File: src/hw/rtl/mefd_pkg.sv
`timescale 1ns / 1ps
`default_nettype none

package mefd_pkg;

  // Encoder and angle scaling
  localparam int ENC_MAX   = 8191;
  localparam int FULL_TURN = 92160;
  localparam int HALF_TURN = 46080;
  localparam int CNT_W     = $clog2(ENC_MAX + 1);
  localparam int ANG_W     = 17;
  localparam int DLT_W     = 17;

  // Dividend of the angle scaling: count * FULL_TURN + ENC_MAX / 2
  localparam int N_W = $clog2(longint'(ENC_MAX) * FULL_TURN + ENC_MAX / 2 + 1);

  // Reciprocal of ENC_MAX; exact floor for every dividend below 2**N_W
  localparam int              DIV_SHIFT = N_W + CNT_W;
  localparam int              R_W       = N_W + 2;
  localparam logic [R_W-1:0]  DIV_RECIP = R_W'((64'd1 << DIV_SHIFT) / ENC_MAX + 64'd1);

  // Gear ratio, Q0.16
  localparam int              RATIO_W     = 16;
  localparam logic [15:0]     RATIO_RESET = 16'd3413;
  localparam logic [32:0]     RATIO_HALF  = 33'd32768;

  // Multi-turn accumulator
  localparam int ACC_W = 48;
  localparam int TOT_W = 48;

  // Current mapping
  localparam int CUR_LIMIT   = 16384;
  localparam int CUR_FULL_MA = 20000;
  localparam int CUR_SHIFT   = $clog2(CUR_LIMIT);
  localparam int CURMAG_W    = $clog2(CUR_LIMIT + 1);
  localparam int CURPRD_W    = $clog2(longint'(CUR_LIMIT) * CUR_FULL_MA + CUR_LIMIT / 2 + 1);

  // Queue between front and back
  localparam int QDEPTH = 2;
  localparam int QPTR_W = (QDEPTH > 1) ? $clog2(QDEPTH) : 1;
  localparam int QCNT_W = $clog2(QDEPTH + 1);

  typedef struct packed {
    logic [CNT_W-1:0]    count;
    logic signed [15:0]  speed;
    logic                cur_neg;
    logic [CURMAG_W-1:0] cur_mag;
    logic [7:0]          temp;
  } mefd_entry_t;

  typedef enum logic [1:0] {
    ST_IDLE,
    ST_DIV,
    ST_UNW,
    ST_ACC
  } mefd_state_t;

endpackage

`default_nettype wire

File: src/hw/rtl/motor_encoder_feedback_decoder_unit.sv
`timescale 1ns / 1ps
`default_nettype none

// Channel   Direction  Handshake            Payload
// in_       input      in_valid / in_stall  in_frame_byte0..6, 8 bits each
// out_      output     out_valid/out_stall  rotor angle, deltas, shaft total, speed,
//                                           current, temperature
// cfg_      input      cfg_wr_en            cfg_wr_data: reciprocal gear ratio, Q0.16
//
// In the back end each frame goes through load, reciprocal multiply for the
// angle scaling, unwrap with the gear multiply, then accumulate into the output register.
// A two-entry queue takes frames in while the back end works or the output waits.
// Reset is synchronous: state, accumulator and previous angle clear, ratio returns to 3413.
// in_stall rises only when the queue is full; the result holds while out_stall is high.
module motor_encoder_feedback_decoder_unit
  import mefd_pkg::*;
(
  input  wire logic               clk,
  input  wire logic               rst_n,
  input  wire logic               cfg_wr_en,
  input  wire logic [15:0]        cfg_wr_data,
  input  wire logic               in_valid,
  output logic                    in_stall,
  input  wire logic [7:0]         in_frame_byte0,
  input  wire logic [7:0]         in_frame_byte1,
  input  wire logic [7:0]         in_frame_byte2,
  input  wire logic [7:0]         in_frame_byte3,
  input  wire logic [7:0]         in_frame_byte4,
  input  wire logic [7:0]         in_frame_byte5,
  input  wire logic [7:0]         in_frame_byte6,
  output logic                    out_valid,
  input  wire logic               out_stall,
  output logic [16:0]             out_rotor_angle,
  output logic signed [16:0]      out_rotor_delta,
  output logic signed [16:0]      out_shaft_delta,
  output logic signed [47:0]      out_shaft_angle_total,
  output logic signed [15:0]      out_speed_rpm,
  output logic signed [15:0]      out_current_ma,
  output logic [7:0]              out_temperature
);

  logic        q_full;
  logic        q_push;
  logic        q_pop;
  logic        q_valid;
  mefd_entry_t push_entry;
  mefd_entry_t head_entry;

  // Saturate the count, clamp the current and pack the frame
  mefd_front u_front (
    .in_valid       (in_valid),
    .in_stall       (in_stall),
    .in_frame_byte0 (in_frame_byte0),
    .in_frame_byte1 (in_frame_byte1),
    .in_frame_byte2 (in_frame_byte2),
    .in_frame_byte3 (in_frame_byte3),
    .in_frame_byte4 (in_frame_byte4),
    .in_frame_byte5 (in_frame_byte5),
    .in_frame_byte6 (in_frame_byte6),
    .q_full         (q_full),
    .q_push         (q_push),
    .q_entry        (push_entry)
  );

  // Decouple front and back
  mefd_queue u_queue (
    .clk        (clk),
    .rst_n      (rst_n),
    .push       (q_push),
    .push_entry (push_entry),
    .full       (q_full),
    .pop        (q_pop),
    .head_valid (q_valid),
    .head_entry (head_entry)
  );

  // Scale, unwrap and accumulate
  mefd_back u_back (
    .clk                   (clk),
    .rst_n                 (rst_n),
    .cfg_wr_en             (cfg_wr_en),
    .cfg_wr_data           (cfg_wr_data),
    .q_valid               (q_valid),
    .q_entry               (head_entry),
    .q_pop                 (q_pop),
    .out_valid             (out_valid),
    .out_stall             (out_stall),
    .out_rotor_angle       (out_rotor_angle),
    .out_rotor_delta       (out_rotor_delta),
    .out_shaft_delta       (out_shaft_delta),
    .out_shaft_angle_total (out_shaft_angle_total),
    .out_speed_rpm         (out_speed_rpm),
    .out_current_ma        (out_current_ma),
    .out_temperature       (out_temperature)
  );

endmodule

`default_nettype wire

File: src/hw/rtl/mefd_front.sv
`timescale 1ns / 1ps
`default_nettype none

module mefd_front
  import mefd_pkg::*;
(
  input  wire logic        in_valid,
  output logic             in_stall,
  input  wire logic [7:0]  in_frame_byte0,
  input  wire logic [7:0]  in_frame_byte1,
  input  wire logic [7:0]  in_frame_byte2,
  input  wire logic [7:0]  in_frame_byte3,
  input  wire logic [7:0]  in_frame_byte4,
  input  wire logic [7:0]  in_frame_byte5,
  input  wire logic [7:0]  in_frame_byte6,
  input  wire logic        q_full,
  output logic             q_push,
  output mefd_entry_t      q_entry
);

  logic [15:0]        raw_count;
  logic [15:0]        cur_raw;
  logic               cur_neg;
  logic [16:0]        cur_abs;
  logic [CNT_W-1:0]   count_sat;
  logic [CURMAG_W-1:0] cur_mag;

  // Hold the input while the queue is full
  assign in_stall = q_full;
  assign q_push   = in_valid && !q_full;

  // Saturate the encoder count
  assign raw_count = {in_frame_byte0, in_frame_byte1};
  assign count_sat = (raw_count > 16'(ENC_MAX)) ? CNT_W'(ENC_MAX) : raw_count[CNT_W-1:0];

  // Split current into sign and clamped magnitude
  assign cur_raw = {in_frame_byte4, in_frame_byte5};
  assign cur_neg = cur_raw[15];
  assign cur_abs = cur_neg ? (17'd0 - {1'b1, cur_raw}) : {1'b0, cur_raw};
  assign cur_mag = (cur_abs > 17'(CUR_LIMIT)) ? CURMAG_W'(CUR_LIMIT) : cur_abs[CURMAG_W-1:0];

  // Pack the beat for the back end
  always_comb begin
    q_entry.count   = count_sat;
    q_entry.speed   = $signed({in_frame_byte2, in_frame_byte3});
    q_entry.cur_neg = cur_neg;
    q_entry.cur_mag = cur_mag;
    q_entry.temp    = in_frame_byte6;
  end

endmodule

`default_nettype wire

File: src/hw/rtl/mefd_queue.sv
`timescale 1ns / 1ps
`default_nettype none

module mefd_queue
  import mefd_pkg::*;
(
  input  wire logic        clk,
  input  wire logic        rst_n,
  input  wire logic        push,
  input  wire mefd_entry_t push_entry,
  output logic             full,
  input  wire logic        pop,
  output logic             head_valid,
  output mefd_entry_t      head_entry
);

  mefd_entry_t       slot_r [QDEPTH];
  logic [QPTR_W-1:0] wr_ptr_r, wr_ptr_nxt;
  logic [QPTR_W-1:0] rd_ptr_r, rd_ptr_nxt;
  logic [QCNT_W-1:0] cnt_r, cnt_nxt;
  logic              do_pop;

  assign full       = (cnt_r == QCNT_W'(QDEPTH));
  assign head_valid = (cnt_r != '0);
  assign head_entry = slot_r[rd_ptr_r];
  assign do_pop     = pop && head_valid;

  // Advance pointers and occupancy
  always_comb begin
    wr_ptr_nxt = wr_ptr_r;
    rd_ptr_nxt = rd_ptr_r;
    cnt_nxt    = cnt_r;
    if (push) begin
      wr_ptr_nxt = (wr_ptr_r == QPTR_W'(QDEPTH - 1)) ? '0 : wr_ptr_r + 1'b1;
    end
    if (do_pop) begin
      rd_ptr_nxt = (rd_ptr_r == QPTR_W'(QDEPTH - 1)) ? '0 : rd_ptr_r + 1'b1;
    end
    if (push && !do_pop) begin
      cnt_nxt = cnt_r + 1'b1;
    end else if (!push && do_pop) begin
      cnt_nxt = cnt_r - 1'b1;
    end
  end

  always_ff @(posedge clk) begin
    if (!rst_n) begin
      wr_ptr_r <= '0;
      rd_ptr_r <= '0;
      cnt_r    <= '0;
    end else begin
      wr_ptr_r <= wr_ptr_nxt;
      rd_ptr_r <= rd_ptr_nxt;
      cnt_r    <= cnt_nxt;
    end
  end

  // Store the pushed beat
  always_ff @(posedge clk) begin
    if (push) begin
      slot_r[wr_ptr_r] <= push_entry;
    end
  end

endmodule

`default_nettype wire

File: src/hw/rtl/mefd_back.sv
`timescale 1ns / 1ps
`default_nettype none

module mefd_back
  import mefd_pkg::*;
(
  input  wire logic               clk,
  input  wire logic               rst_n,
  input  wire logic               cfg_wr_en,
  input  wire logic [15:0]        cfg_wr_data,
  input  wire logic               q_valid,
  input  wire mefd_entry_t        q_entry,
  output logic                    q_pop,
  output logic                    out_valid,
  input  wire logic               out_stall,
  output logic [ANG_W-1:0]        out_rotor_angle,
  output logic signed [DLT_W-1:0] out_rotor_delta,
  output logic signed [DLT_W-1:0] out_shaft_delta,
  output logic signed [TOT_W-1:0] out_shaft_angle_total,
  output logic signed [15:0]      out_speed_rpm,
  output logic signed [15:0]      out_current_ma,
  output logic [7:0]              out_temperature
);

  mefd_state_t state_r, state_nxt;
  logic        load;

  logic [RATIO_W-1:0]         ratio_r;
  logic [ANG_W-1:0]           prev_r;
  logic signed [ACC_W-1:0]    acc_r;

  logic [N_W-1:0]             n_r;
  logic [N_W+R_W-1:0]         prod_r;
  logic signed [15:0]         speed_r;
  logic                       cur_neg_r;
  logic [CURMAG_W-1:0]        cur_mag_r;
  logic [7:0]                 temp_r;
  logic signed [15:0]         cur_ma_r;
  logic [ANG_W-1:0]           angle_r;
  logic signed [DLT_W-1:0]    delta_r;
  logic                       dneg_r;
  logic [31:0]                sprod_r;

  logic                       out_valid_r;
  logic [ANG_W-1:0]           out_angle_r;
  logic signed [DLT_W-1:0]    out_delta_r;
  logic signed [DLT_W-1:0]    out_shaft_r;
  logic signed [TOT_W-1:0]    out_total_r;
  logic signed [15:0]         out_speed_r;
  logic signed [15:0]         out_cur_r;
  logic [7:0]                 out_temp_r;

  logic [N_W-1:0]             n_nxt;
  logic [CURPRD_W-1:0]        cur_prod;
  logic [CURPRD_W-1:0]        cur_mag_ma;
  logic [ANG_W-1:0]           angle;
  logic signed [ANG_W:0]      diff;
  logic signed [ANG_W:0]      diff_unw;
  logic [DLT_W-1:0]           dmag;
  logic [32:0]                sround;
  logic [DLT_W-1:0]           smag;
  logic signed [DLT_W-1:0]    shaft;
  logic signed [ACC_W:0]      acc_sum;
  logic signed [ACC_W-1:0]    acc_nxt;

  // Next state
  always_comb begin
    state_nxt = state_r;
    case (state_r)
      ST_IDLE: if (q_valid) state_nxt = ST_DIV;
      ST_DIV:  state_nxt = ST_UNW;
      ST_UNW:  state_nxt = ST_ACC;
      ST_ACC:  if (load) state_nxt = ST_IDLE;
      default: state_nxt = ST_IDLE;
    endcase
  end

  // State outputs
  always_comb begin
    q_pop = 1'b0;
    load  = 1'b0;
    case (state_r)
      ST_IDLE: q_pop = q_valid;
      ST_ACC:  load  = !out_valid_r || !out_stall;
      default: begin
        q_pop = 1'b0;
        load  = 1'b0;
      end
    endcase
  end

  always_ff @(posedge clk) begin
    if (!rst_n) begin
      state_r <= ST_IDLE;
    end else begin
      state_r <= state_nxt;
    end
  end

  // Scale the count: dividend of count * FULL_TURN / ENC_MAX, rounded
  assign n_nxt = N_W'(q_entry.count) * N_W'(FULL_TURN) + N_W'(ENC_MAX / 2);

  // Map current magnitude to mA, rounded
  assign cur_prod   = CURPRD_W'(cur_mag_r) * CURPRD_W'(CUR_FULL_MA) + CURPRD_W'(CUR_LIMIT / 2);
  assign cur_mag_ma = cur_prod >> CUR_SHIFT;

  // Take the quotient and unwrap the change
  assign angle = prod_r[DIV_SHIFT +: ANG_W];
  assign diff  = $signed({1'b0, angle}) - $signed({1'b0, prev_r});
  always_comb begin
    diff_unw = diff;
    if (diff > $signed((ANG_W+1)'(HALF_TURN))) begin
      diff_unw = diff - $signed((ANG_W+1)'(FULL_TURN));
    end else if (diff < -$signed((ANG_W+1)'(HALF_TURN))) begin
      diff_unw = diff + $signed((ANG_W+1)'(FULL_TURN));
    end
  end
  assign dmag = diff_unw[ANG_W] ? DLT_W'(-diff_unw) : DLT_W'(diff_unw);

  // Round the geared change and saturate the accumulator
  assign sround  = {1'b0, sprod_r} + RATIO_HALF;
  assign smag    = sround[32:16];
  assign shaft   = dneg_r ? -$signed(smag) : $signed(smag);
  assign acc_sum = {acc_r[ACC_W-1], acc_r} + (ACC_W+1)'(shaft);
  always_comb begin
    acc_nxt = acc_sum[ACC_W-1:0];
    if (acc_sum[ACC_W] != acc_sum[ACC_W-1]) begin
      acc_nxt = acc_sum[ACC_W] ? {1'b1, {(ACC_W-1){1'b0}}} : {1'b0, {(ACC_W-1){1'b1}}};
    end
  end

  // Hold ratio, previous angle and accumulator
  always_ff @(posedge clk) begin
    if (!rst_n) begin
      ratio_r <= RATIO_RESET;
      prev_r  <= '0;
      acc_r   <= '0;
    end else begin
      if (cfg_wr_en) begin
        ratio_r <= cfg_wr_data;
      end
      if (state_r == ST_UNW) begin
        prev_r <= angle;
      end
      if (load) begin
        acc_r <= acc_nxt;
      end
    end
  end

  // Working registers of the sequence
  always_ff @(posedge clk) begin
    if (q_pop) begin
      n_r       <= n_nxt;
      speed_r   <= q_entry.speed;
      cur_neg_r <= q_entry.cur_neg;
      cur_mag_r <= q_entry.cur_mag;
      temp_r    <= q_entry.temp;
    end
    if (state_r == ST_DIV) begin
      prod_r   <= (N_W+R_W)'(n_r) * (N_W+R_W)'(DIV_RECIP);
      cur_ma_r <= cur_neg_r ? -$signed(16'(cur_mag_ma)) : $signed(16'(cur_mag_ma));
    end
    if (state_r == ST_UNW) begin
      angle_r <= angle;
      delta_r <= DLT_W'(diff_unw);
      dneg_r  <= diff_unw[ANG_W];
      sprod_r <= 32'(dmag[15:0]) * 32'(ratio_r);
    end
  end

  // Output register
  always_ff @(posedge clk) begin
    if (!rst_n) begin
      out_valid_r <= 1'b0;
    end else if (load) begin
      out_valid_r <= 1'b1;
    end else if (!out_stall) begin
      out_valid_r <= 1'b0;
    end
  end

  always_ff @(posedge clk) begin
    if (load) begin
      out_angle_r <= angle_r;
      out_delta_r <= delta_r;
      out_shaft_r <= shaft;
      out_total_r <= TOT_W'(acc_nxt);
      out_speed_r <= speed_r;
      out_cur_r   <= cur_ma_r;
      out_temp_r  <= temp_r;
    end
  end

  assign out_valid             = out_valid_r;
  assign out_rotor_angle       = out_angle_r;
  assign out_rotor_delta       = out_delta_r;
  assign out_shaft_delta       = out_shaft_r;
  assign out_shaft_angle_total = out_total_r;
  assign out_speed_rpm         = out_speed_r;
  assign out_current_ma        = out_cur_r;
  assign out_temperature       = out_temp_r;

`ifndef NO_ASSERTIONS
  a_div_after_pop: assert property (@(posedge clk) disable iff (!rst_n)
    (state_r == ST_DIV) |-> ($past(state_r) == ST_IDLE))
    else $error("divide step entered without a popped beat");

  a_acc_hold: assert property (@(posedge clk) disable iff (!rst_n)
    !load |=> $stable(acc_r))
    else $error("accumulator moved without a result load");

  a_prev_tracks: assert property (@(posedge clk) disable iff (!rst_n)
    load |=> (prev_r == out_rotor_angle))
    else $error("previous angle differs from delivered rotor angle");
`endif

endmodule

`default_nettype wire

File: config.mk
export PLATFORM = sky130hd
export DESIGN_NAME = motor_encoder_feedback_decoder_unit
export DESIGN_NICKNAME = d
export VERILOG_FILES = /design/src/hw/rtl/mefd_pkg.sv /design/src/hw/rtl/motor_encoder_feedback_decoder_unit.sv /design/src/hw/rtl/mefd_front.sv /design/src/hw/rtl/mefd_queue.sv /design/src/hw/rtl/mefd_back.sv
export SDC_FILE = /design/constraint.sdc
export NUM_CORES = 2
export LEC_CHECK = 0
export BUFFER_PORTS_ARGS = -buffer_cell sky130_fd_sc_hd__buf_2
export CORE_MARGIN = 2
export CORE_UTILIZATION = 42
export CTS_BUF_LIST = sky130_fd_sc_hd__clkbuf_8
export CTS_CLUSTER_DIAMETER = 200
export DETAILED_ROUTE_END_ITERATION = 10
export HOLD_SLACK_MARGIN = 0.02
export PLACE_DENSITY_LB_ADDON = 0.1
export SKIP_LAST_GASP = 1
export SYNTH_ARGS = -nofsm -noshare
export SYNTH_HDL_FRONTEND = slang
export SYNTH_SLANG_ARGS = --single-unit
File: constraint.sdc
create_clock -name clk -period 12.7 [get_ports clk]
set_clock_uncertainty 0.05 [all_clocks]
set_input_delay 2.54 -clock clk [delete_from_list [all_inputs] [get_ports clk]]
set_output_delay 2.54 -clock clk [all_outputs]
set_load 0.1 [all_outputs]
==> results by group <==
Status
  – Status: finished clean

Routing
  – Detailed-route vias per instance: 4.99
  – DR pass1 iterations: 5
  – Initial drt markers: 1277
  – Detailed Route WL: 84.8 mm
  – ANT nets after route: 0
  – Post-route DRC: 0
  – Via count: 25200
  – Wirelength per Cell: 16.8 um

GRT
  – Gr usage total: 18.7%
  – Busiest grt layer: met2
  – Initial antenna violation count: 7
  – First-pass GRT wire length: 135 mm
  – Global routing met2 resource utilization: 30.4%
  – Number of global-route vias before repair: 24900
  – Grt total ovfl: 0
  – Met3 usage: 2.91%
  – Met1 Track Usage GR: 26.0%
  – Largest net degree at the start of global routing: 105

Clock tree
  – Setup Buffers After CTS: 0
  – CTS sink cnt: 478
  – Post-CTS Hold Buffers: 0
  – Post_cts resized: 0
  – Clock Tree Root: clkbuf_8
  – Cts bufs inserted: 87
  – CTS tree: done
  – Worst skew pair latency: 730 ps
  – Htree depth: 3
  – Clock slew at reported path FFs: 60 ps
  – Longest Clk Path Bufs: 3

Synth
  – Synthesized area per cell: 10.5 sq um
  – Synth area leaders: edfxtp_1, ha_1, fa_1
  – Synth Cell Area: 0.0374 sq mm
  – Most common cell in the netlist: inv_1
  – Yosys cell types: 87
  – Synth Warn #: 0
  – Post-synthesis cell type with the largest combined area: edfxtp_1
  – Synth top cells by count: inv_1, ha_1, edfxtp_1, nand2_1, fa_1
  – Sequential area share after synthesis: 36.0%
  – Register bit total from synthesis: 478
  – Synth top area share: 31.2%
  – Syn Inst Count: 3572
  – EDFF count, synth: 389
  – Ys async rst share: 0%
  – Syn_nets: 4353
  – Most common flop cell mapped by yosys: edfxtp_1

Placement
  – # placed instances: 4889
  – Final Wtd Congestion: 0.851
  – Port bufs: 217
  – Final HPWL from detailed placement: 63.5 mm
  – Pre-CTS WS: 2480 ps

Finish
  – Nets: 4594
  – Final Non-Filler Cells: 5051
  – Final core occ: 47.0%
  – Area grow syn2layout: 11.0%
  – Layout cells sized above 1: 12.0%

Worst setup path
  – Critical path endpoint category: flop
  – Data arrival time of the worst path: 10650 ps
  – Crit start category: flop
  – CP bufs+invs: 4
  – Worst-path maximum fanout: 19
  – Most frequent CP cell: fa_1
  – Top Family by Delay on Critical Path: adder cells
  – Worst Path Required: 13100 ps
  – CP Class: flop to flop
  – Worst path max stage delay: 710 ps
  – CP max stage cell: nor2b_2

Die
  – Io pins: 218
  – Total core area: 0.0884 sq mm
  – Die X: 302 um
  – Die outline area: 0.0915 sq mm
  – Die Span Y: 302 um
  – Rows: 109
  – Starting Density: 42.3%

STA
  – RSZ-0062 raised after global routing: no
  – TNS Setup: 0 ps
  – Worst slew margin: 22.0%
  – Fin. max-slew vios: 0
  – Max Freq: 97.6 MHz
  – Final setup violating endpoints: 0
  – Final setup margin: 2450 ps
  – Worst Tran Pin Value: 1160 ps
  – Post-layout min period: 10250 ps
  – Final Hold Viols: 0
  – Period utilization: 80.7%

Job
  – Max_cap viols: 0

Hold path
  – Hold WC Path Type: flop to flop
## cell usage in the layout (no fill, tap or decap), types with 41 or more instances in the layout
master / count
inv_1: 577
ha_1: 452
edfxtp_1: 389
nand2_1: 282
fa_1: 251
buf_2: 217
nor2_1: 192
and2_1: 139
o21ai_0: 132
a21oi_1: 127
xnor2_1: 127
clkbuf_8: 94
dfxtp_1: 88
xor2_1: 87
nor2b_1: 76
a21o_1: 62
mux2_2: 55
nand3_1: 54
mux2i_1: 42
nand2b_1: 41
## logic make-up after synthesis
logic type / after synthesis / share of synthesized area, %
simple gates: 936 / 12.3
xor+xnor: 217 / 5.12
compound gates: 498 / 8.65
buf+inv: 640 / 6.45
mux: 99 / 2.86
flops: 478 / 36.0
fa+ha+maj: 704 / 28.6
## per-layer routing
layer	up-vias	part of all wire, %
met5	-	0.033
met4	4	2.1
met3	117	4.2
met2	475	46
met1	12100	47
li1	12600	-
## through the flow
| step | hold WS, ps | instance area, sq um |
|---|---|---|
| finish | 363 | 41500 |
| CTS | 362 | 41500 |
| detailed placement | 355 | 39900 |
| floorplan | 350 | 37400 |
| global route | 367 | 41500 |
| global placement | 351 | 39900 |
## worst paths after layout
kind	start	end	slack (ps)	depth (start not counted)
worst max register to register	u_back.prod_r[43]$_DFFE_PN_	u_back.sprod_r[31]$_DFFE_PP_	2450	32
worst max-delay path	u_back.prod_r[43]$_DFFE_PN_	u_back.sprod_r[31]$_DFFE_PP_	2450	32
worst min register to register	u_back.speed_r[10]$_DFFE_PP_	u_back.out_speed_rpm[10]$_DFFE_PP_	360	0
worst min-delay path	u_back.speed_r[10]$_DFFE_PP_	u_back.out_speed_rpm[10]$_DFFE_PP_	360	0
## final cells by class
type	count	area (sq um)
fill	8398	46900
multi-input combinational	2454	21600
sequential	478	13500
inverter	549	2070
tap	1165	1460
clock buffer	94	1290
timing repair buffer	243	1280
clock inverter	61	330
antenna	7	17.5
## flip-flops by register name, summed over array words and instances (netlist names), 17 cells and up, named ones only
name and cells:
u_back.prod_r 17, u_back.out_shaft_angle_total 48, u_back.out_rotor_angle 17, u_back.sprod_r 17, u_queue.slot_r 106, u_back.prev_r 17, u_back.delta_r 17, u_back.n_r 19
u_back.out_rotor_delta 17, u_back.out_shaft_delta 17, u_back.acc_r 48, u_back.angle_r 17
Power is left out: the tool's default activity adds up to more than one toggle a clock period on the data nets, which glitch-free logic cannot reach.
